**src/design/pdr_pkg.sv**
```systemverilog
// Package with constants, types and tables for the planar dead-reckoning integrator.
package pdr_pkg;
	localparam int CordicSteps = 16;
	localparam logic signed [31:0] CordicStart = 32'sd652032874;
	localparam logic signed [19:0] PiQ16 = 20'sd205887;
	localparam logic signed [19:0] HalfPiQ16 = 20'sd102944;

	typedef struct packed {
		logic [15:0] step_time;
		logic signed [15:0] yaw_rate;
		logic signed [15:0] body_accel_x;
		logic signed [15:0] body_accel_y;
		logic signed [15:0] heading;
	} pdr_in_t;

	typedef struct packed {
		logic signed [31:0] yaw_angle;
		logic signed [31:0] velocity_x;
		logic signed [31:0] velocity_y;
		logic signed [47:0] position_x;
		logic signed [47:0] position_y;
	} pdr_out_t;

	typedef struct packed {
		logic start;
		logic done;
	} pdr_cordic_ctl_t;

	function automatic logic signed [19:0] atan_lut(input logic [3:0] i);
		logic signed [19:0] r;
		case (i)
			4'd0: r = 20'sd51472;
			4'd1: r = 20'sd30386;
			4'd2: r = 20'sd16055;
			4'd3: r = 20'sd8150;
			4'd4: r = 20'sd4091;
			4'd5: r = 20'sd2047;
			4'd6: r = 20'sd1024;
			4'd7: r = 20'sd512;
			4'd8: r = 20'sd256;
			4'd9: r = 20'sd128;
			4'd10: r = 20'sd64;
			4'd11: r = 20'sd32;
			4'd12: r = 20'sd16;
			4'd13: r = 20'sd8;
			4'd14: r = 20'sd4;
			default: r = 20'sd2;
		endcase
		return r;
	endfunction
endpackage

```
**src/design/pdr_cordic.sv**
```systemverilog
// Iterative CORDIC producing sine and cosine of the heading.
module pdr_cordic import pdr_pkg::*; (
	input logic clk,
	input logic arst_n,
	input logic start,
	input logic signed [15:0] heading,
	output logic done,
	output logic signed [31:0] sin_out,
	output logic signed [31:0] cos_out
);
	logic signed [31:0] x_q, y_q;
	logic signed [19:0] z_q;
	logic [3:0] i_q;
	logic busy_q, flip_q;
	logic signed [19:0] z0, zr;
	logic fl;
	logic signed [31:0] xs, ys;

	always_comb begin
		z0 = 20'(heading) <<< 3;
		zr = z0;
		fl = 1'b0;
		if (z0 > HalfPiQ16) begin
			zr = z0 - PiQ16;
			fl = 1'b1;
		end else if (z0 < -HalfPiQ16) begin
			zr = z0 + PiQ16;
			fl = 1'b1;
		end
		xs = x_q >>> i_q;
		ys = y_q >>> i_q;
	end

	always_ff @(posedge clk or negedge arst_n) begin
		if (!arst_n) begin
			busy_q <= 1'b0;
			done <= 1'b0;
			i_q <= '0;
		end else begin
			done <= 1'b0;
			if (start) begin
				busy_q <= 1'b1;
				i_q <= '0;
				x_q <= CordicStart;
				y_q <= '0;
				z_q <= zr;
				flip_q <= fl;
			end else if (busy_q) begin
				if (z_q >= 0) begin
					x_q <= x_q - ys;
					y_q <= y_q + xs;
					z_q <= z_q - atan_lut(i_q);
				end else begin
					x_q <= x_q + ys;
					y_q <= y_q - xs;
					z_q <= z_q + atan_lut(i_q);
				end
				i_q <= i_q + 4'd1;
				if (i_q == 4'(CordicSteps - 1)) begin
					busy_q <= 1'b0;
					done <= 1'b1;
				end
			end
		end
	end

	assign sin_out = flip_q ? -y_q : y_q;
	assign cos_out = flip_q ? -x_q : x_q;

	assert property (@(posedge clk) disable iff (!arst_n) done |-> !busy_q)
		else $error("cordic done while busy");
	assert property (@(posedge clk) disable iff (!arst_n) start |=> busy_q && i_q == 4'd0)
		else $error("cordic did not start");
	assert property (@(posedge clk) disable iff (!arst_n) done |-> $past(i_q) == 4'd15)
		else $error("cordic step count wrong");
endmodule

```
**config.mk**
```make
export PLATFORM = sky130hd
export DESIGN_NAME = pdr_cordic
export DESIGN_NICKNAME = d
export VERILOG_FILES = /design/src/design/pdr_pkg.sv /design/src/design/pdr_cordic.sv
export SDC_FILE = /design/constraint.sdc
export NUM_CORES = 1
export LEC_CHECK = 0
export BUFFER_PORTS_ARGS = -buffer_cell sky130_fd_sc_hd__buf_2
export CAP_MARGIN = 20
export CORE_MARGIN = 2
export CORE_UTILIZATION = 25
export CTS_BUF_LIST = sky130_fd_sc_hd__clkbuf_2
export CTS_CLUSTER_DIAMETER = 40
export DETAILED_ROUTE_END_ITERATION = 10
export PLACE_DENSITY = 0.48
export SYNTH_ARGS = -nofsm -noshare
export SYNTH_HDL_FRONTEND = slang
export SYNTH_SLANG_ARGS = --single-unit
export TNS_END_PERCENT = 50
```
**constraint.sdc**
```tcl
create_clock -name clk -period 5.55 [get_ports clk]
set_input_delay 0.8325 -clock clk [delete_from_list [all_inputs] [get_ports clk]]
set_output_delay 0.8325 -clock clk [all_outputs]
set_load 0.01 [all_outputs]
```
Word level (Yosys, flattened, before mapping)
Memory sizes are Yosys's and may differ from the RTL's.
Cells that the tools add are included.
{"block": "totals", "register_bits": 91, "romBits": 512, "inputBits": 19, "out_inout_bits": 65, "elab_cells": 55, "mem_count": 2}
{"memory": "(no name shown)", "words": 16, "word_bits": 16, "rd": 1, "rd_ports_with_merged_regs": 0, "write_ports": 0, "line_no": "pdr_pkg.sv:31", "text": "case (i)"}
{"memory": "(no name shown)", "words": 16, "word_bits": 16, "rd": 1, "rd_ports_with_merged_regs": 0, "write_ports": 0, "line_no": "pdr_pkg.sv:31"}
{"block": "op_classes", "n_addsub": 11, "magnitude_cmp": 3, "eq_ne": 1, "shift": 2, "n_mux": 26, "n_reduce_logical": 3}
{"op": "20-bit 2-to-1 mux", "count": 11}
{"op": "32-bit 2-to-1 mux", "count": 6}
{"op": "32-bit adder", "count": 2}
{"op": "32-bit negator", "count": 2}
{"op": "32-bit by 4-bit >>> shifter with 32-bit output", "count": 2}
{"op": "32-bit subtractor", "count": 2}
{"op": "19-bit by 19-bit adder with 20-bit output, second input constant", "count": 1}
{"op": "20-bit adder", "count": 1}
{"op": "20-bit by 1-bit greater-or-equal comparator with 1-bit output, second input constant", "count": 1}
{"op": "19-bit by 19-bit subtractor with 20-bit output, second input constant", "count": 1}
{"op": "20-bit subtractor", "count": 1}
{"op": "19-bit by 18-bit > comparator with 1-bit output, second input constant", "count": 1}
{"op": "19-bit by 18-bit < comparator with 1-bit output, second input constant", "count": 1}
{"op": "4-bit 2-to-1 mux", "count": 2}
{"op": "1-bit 2-to-1 mux", "count": 7}
{"op": "4-bit by 1-bit adder with 4-bit output, second input constant", "count": 1}
{"op": "4-bit equality test, second input constant", "count": 1}
{"op": "2-bit AND reduction", "count": 2}
{"op": "2-bit nonzero test", "count": 1}

Longest topological paths before layout
{"block": "depth", "depth_word": 8, "mapped_depth": 27, "ltp_nobuf": 22}

Least setup slack after synthesis
Ideal clock, no wire load.
{"block": "synth_timing", "kind": "register -> register", "start": "register i_q[0]", "end": "register x_q[31] (data pin)", "setup_time_ns": 0.255, "arrival_ns": 5.583, "required_ns": 5.295, "setup_slack_ns": -0.288, "stages_incl_launch_ff": 27, "n_path_buf": 4, "period_less_slack_ns": 5.838, "cell_sequence": "dfrtp_1 buf_6 buf_6 buf_2 buf_2 mux4_2 o22ai_1 nor2_1 inv_1 ha_1 o21ai_0 nor3b_1 nand3_1 nor2b_1 nand2_1 o21ai_0 xnor2_1 ha_1 or4_1 o22a_1 a2111oi_0 o31ai_1 a221o_1 a21oi_1 xnor2_2 a211oi_1 a31o_1"}
{"block": "synth_between", "elab_chain_cells": 4, "word_cells_on_any_way": 5, "cone_classes": "add/sub (2); shift (1); mux (2)"}
{"item": "from (decl)", "line_no": "pdr_cordic.sv:13", "text": "logic [3:0] i_q;"}
{"item": "from (signal assigned)", "line_no": "pdr_cordic.sv:58", "text": "i_q <= i_q + 4'd1;"}
{"item": "32-bit by 4-bit >>> shifter with 32-bit output *", "line_no": "pdr_cordic.sv:31", "text": "ys = y_q >>> i_q;"}
{"item": "32-bit adder or 32-bit subtractor (tied branches)", "line_no": "pdr_cordic.sv:54, pdr_cordic.sv:50"}
{"item": "32-bit 2-to-1 mux *", "line_no": "pdr_cordic.sv:49", "text": "if (z_q >= 0) begin"}
{"item": "32-bit 2-to-1 mux *", "line_no": "pdr_cordic.sv:48", "text": "end else if (busy_q) begin"}
{"item": "to (signal assigned)", "line_no": "pdr_cordic.sv:44", "text": "x_q <= CordicStart;"}
{"item": "to (signal assigned)", "line_no": "pdr_cordic.sv:50", "text": "x_q <= x_q - ys;"}
{"item": "to (signal assigned)", "line_no": "pdr_cordic.sv:54", "text": "x_q <= x_q + ys;"}
{"item": "to (decl)", "line_no": "pdr_cordic.sv:11", "text": "logic signed [31:0] x_q, y_q;"}
Mark *: on every way between the ends. The rest lies on a longest branch, timed or not.
A chain may end at the register's enable or synchronous reset.

Worst setup path in the final report
Ends and elaborated chain as after synthesis.

==> impl_metrics.tcl <==
set metrics [dict create \
    synth.avg_cell_area_um2 8.30 \
    cp_slowest_cell "dfrtp_4" \
    whs_ps 428 \
    fin_ws_ps -44.5 \
    reg2reg_from "i_q[0]$_DFFE_PN0N_" \
    cp_max_fo 5 \
    via_per_inst 5.13 \
    cp.required_ps 6180 \
    clock_sinks 91 \
    syn_nets 2048 \
    core_um2 63000 \
    grt_pass1_vias 15907 \
    reg2reg_to "x_q[31]$_SDFFCE_PP0P_" \
    cpMostUsedCell "buf_6" \
    syn2layout_area_growth_pct 31.3 \
    drt-wirelength-per-cell_um 19.2 \
    setup_violations 2 \
    clock-skew-final_ps 48.8 \
    rows 92 \
    synth-seq-area-share_pct 17.0 \
    vias 16129 \
    die_height_um 256 \
    whs_endpoint "z_q[5]$_DFFE_PP_" \
    power_density_nw_per_um2 758 \
    hold_start "heading[2]" \
    h-tree-depth 3 \
    final_cell_mix "buf_4 (405), nand2_1 (177), nor2_1 (163), xnor2_1 (153), o21ai_0 (114)" \
    fin_crit_sh_pct 101 \
    yosys_warnings 0 \
    ys.flop_type "edfxtp_1" \
    fillers 6609 \
    dp_hpwl_um 46700 \
    drtIter0Drc 1153 \
    pre_cts_slack_ps -538 \
    cpPeakStageDelay_ps 580 \
    hold_class "input port to register" \
    finalHoldViolations 0 \
    cts_buffers 9 \
    crit_chain "buf_6, buf_6, mux4_2, mux4_2, or3_4, nor3b_4, nand4b_4, or2_4, nand2_4, xor2_2, ha_4, or4_4, o22a_1, buf_6, a41oi_4, o31ai_4, a221o_1, a21oi_2, xnor2_2, a211oi_2, a31o_1" \
    status "finished with violations" \
    grt-ovfl-total 0 \
    ir_drop_mv 0.300 \
    synthArstFlopShare_pct 6.59 \
    setup_tns_ps -48.4 \
    end_kind "register" \
    hold_depth 3 \
    grt_max_degree 65 \
    drcViolationCount 0 \
    power_mw 15.8 \
    die_w_um 256 \
    detail_route.wirelength_um 60300 \
    groute.usage.overall_pct 17.7 \
    layout.nets 2412 \
    placed_area_um2 19700 \
    maxCapViolations 0 \
    violations "setup timing" \
    slew_headroom_pct 41.8 \
    pin_count 84 \
    power_leakage_nw 8.72 \
    netlist_area_um2 15900 \
    slew_violations 0 \
    fin_cells 3141 \
    synthCells 1919 \
    r2r_cells 21 \
    critPathKind "register to register" \
    antenna_found_initial 3 \
    rrSetupSlack_ps -40 \
    crit_path_start_kind "register" \
    fin_crit_ps 5590 \
    synth_edf_count 85 \
    fin_area_um2 20900 \
    max_freq_mhz 179 \
    initial_utilization_pct 25.3 \
    ys_ff_latch 91 \
    dieArea_um2 65700 \
    rsz0062_at_grt "true" \
    yosysUniqueCellTypes 90 \
    arrival_ps 6230 \
    cts_tree "built" \
    worst_pin_slew_ps 851 \
    grt_first_pass_wirelength_um 91900 \
    gp_congestion 0.923 \
    placed_cells 3085 \
    clkTransAtPathRegs_ps 280 \
    root_buffer "clkbuf_2" \
    drtAntennaViolNets 0 \
    drive_gt1_share_pct 33.5 \
    final_common_cell "buf_4" \
    clock_latency_ps 870 \
    first_pass_iters 5 \
    cts_buffer_depth 2 \
    final_util_pct 33.2 \
    portBuffers 83 \
]
## worst max path at each step
stage,from,cells after the start,slack [ps],to
after detailed placement,i_q[0]$_DFFE_PN0N_,19,-540,x_q[31]$_SDFFCE_PP0P_
after floorplan,i_q[0]$_DFFE_PN0N_,22,-90,x_q[31]$_SDFFCE_PP0P_
final,i_q[0]$_DFFE_PN0N_,21,-40,x_q[31]$_SDFFCE_PP0P_
after global placement,i_q[0]$_DFFE_PN0N_,20,-420,x_q[31]$_SDFFCE_PP0P_
after CTS,i_q[0]$_DFFE_PN0N_,21,-60,x_q[31]$_SDFFCE_PP0P_
after global routing,i_q[0]$_DFFE_PN0N_,21,-240,x_q[31]$_SDFFCE_PP0P_
## state kept, by name (all words and copies together), names as in the netlist
| register | flops |
|---|---|
| flip_q | 1 |
| i_q | 4 |
| z_q | 20 |
| y_q | 32 |
| x_q | 32 |
| done | 1 |
| busy_q | 1 |
## synthesized netlist by cell type, types with 8 or more instances
cell type / n / share of area (%)
or3_1: 19 / 0.75
edfxtp_1: 85 / 16
nor2_1: 166 / 3.9
mux2_2: 42 / 3.0
a21oi_1: 123 / 3.9
o21bai_1: 12 / 0.57
mux2i_1: 78 / 4.9
xor2_1: 56 / 3.1
nor3_1: 32 / 1.0
nor2b_1: 23 / 0.90
mux4_2: 58 / 8.2
o211ai_1: 17 / 0.80
and2_1: 14 / 0.55
o22ai_1: 11 / 0.43
ha_1: 107 / 8.4
nand4_1: 18 / 0.71
o21ai_0: 134 / 4.2
buf_2: 20 / 0.63
nand2b_1: 29 / 1.1
or4_1: 16 / 0.75
o21a_1: 19 / 0.90
a211oi_1: 20 / 0.94
mux4_1: 13 / 2.1
or2_2: 13 / 0.51
inv_1: 58 / 1.4
o41ai_1: 8 / 0.44
a21o_1: 38 / 1.8
nand2_1: 181 / 4.3
nand3_1: 31 / 0.97
xnor2_1: 155 / 8.5
buf_1: 24 / 0.57
o31ai_1: 35 / 1.7
a22oi_1: 12 / 0.57
a31oi_1: 15 / 0.59
clkbuf_1: 98 / 2.3
## power by group
part	switching, mW	leakage, nW	total [mW]	internal [mW]
clock network	0.303	0.103	0.545	0.242
logic	6.98	7.71	13.7	6.76
registers	0.294	0.902	1.55	1.26
total	7.58	8.72	15.8	8.26
## metal layers
layer  routed length, µm  global-route usage [%]  vias up
li1                    -                       -     7808
met5                   0                       0        -
met2               29700                    30.7      392
met1               26300                    22.4     7854
met4                1780                    6.14        0
met3                2640                    2.51       75
## worst max-delay path, delay by kind of cell, from the launching register on
kind            cells  cell delay, ps
compound gates      7            1340
xor+xnor            2             230
fa+ha+maj           1             190
buf+inv             3             400
flops               1             580
mux                 2             990
simple gates        6            1650
## cells by family after synthesis
| kind of cell | Yosys count | share of synthesized area, % |
|---|---|---|
| compound gates | 516 | 20.9 |
| mux | 191 | 18.2 |
| fa+ha+maj | 110 | 8.79 |
| simple gates | 581 | 17.6 |
| buf+inv | 218 | 5.86 |
| flops | 91 | 17.0 |
| xor+xnor | 212 | 11.7 |
## layout make-up
type / instances / area, µm² / area share (%)
multi-input cells: 1610 / 12900 / 61.5
repair buffers: 510 / 3840 / 18.4
flip-flops and latches: 91 / 2710 / 13.0
well taps: 846 / 1060 / 5.06
inverters: 61 / 235 / 1.13
clock inverters: 6 / 136 / 0.652
clock buffers: 10 / 50.0 / 0.239
diodes: 7 / 17.5 / 0.0838
## what timing repair did
| item | 4_1_cts | 5_1_grt |
|---|---|---|
| hold endpoints to repair | 3 | 0 |
| endpoints found under the setup margin | 27 | 28 |
| gates cloned | 2 | 0 |
| pin swaps | 28 | 42 |
| resized for setup | 69 | 107 |
| hold buffers | 1 | 0 |
| setup buffers | 16 | 13 |
(Power assumes the default switching activity.)
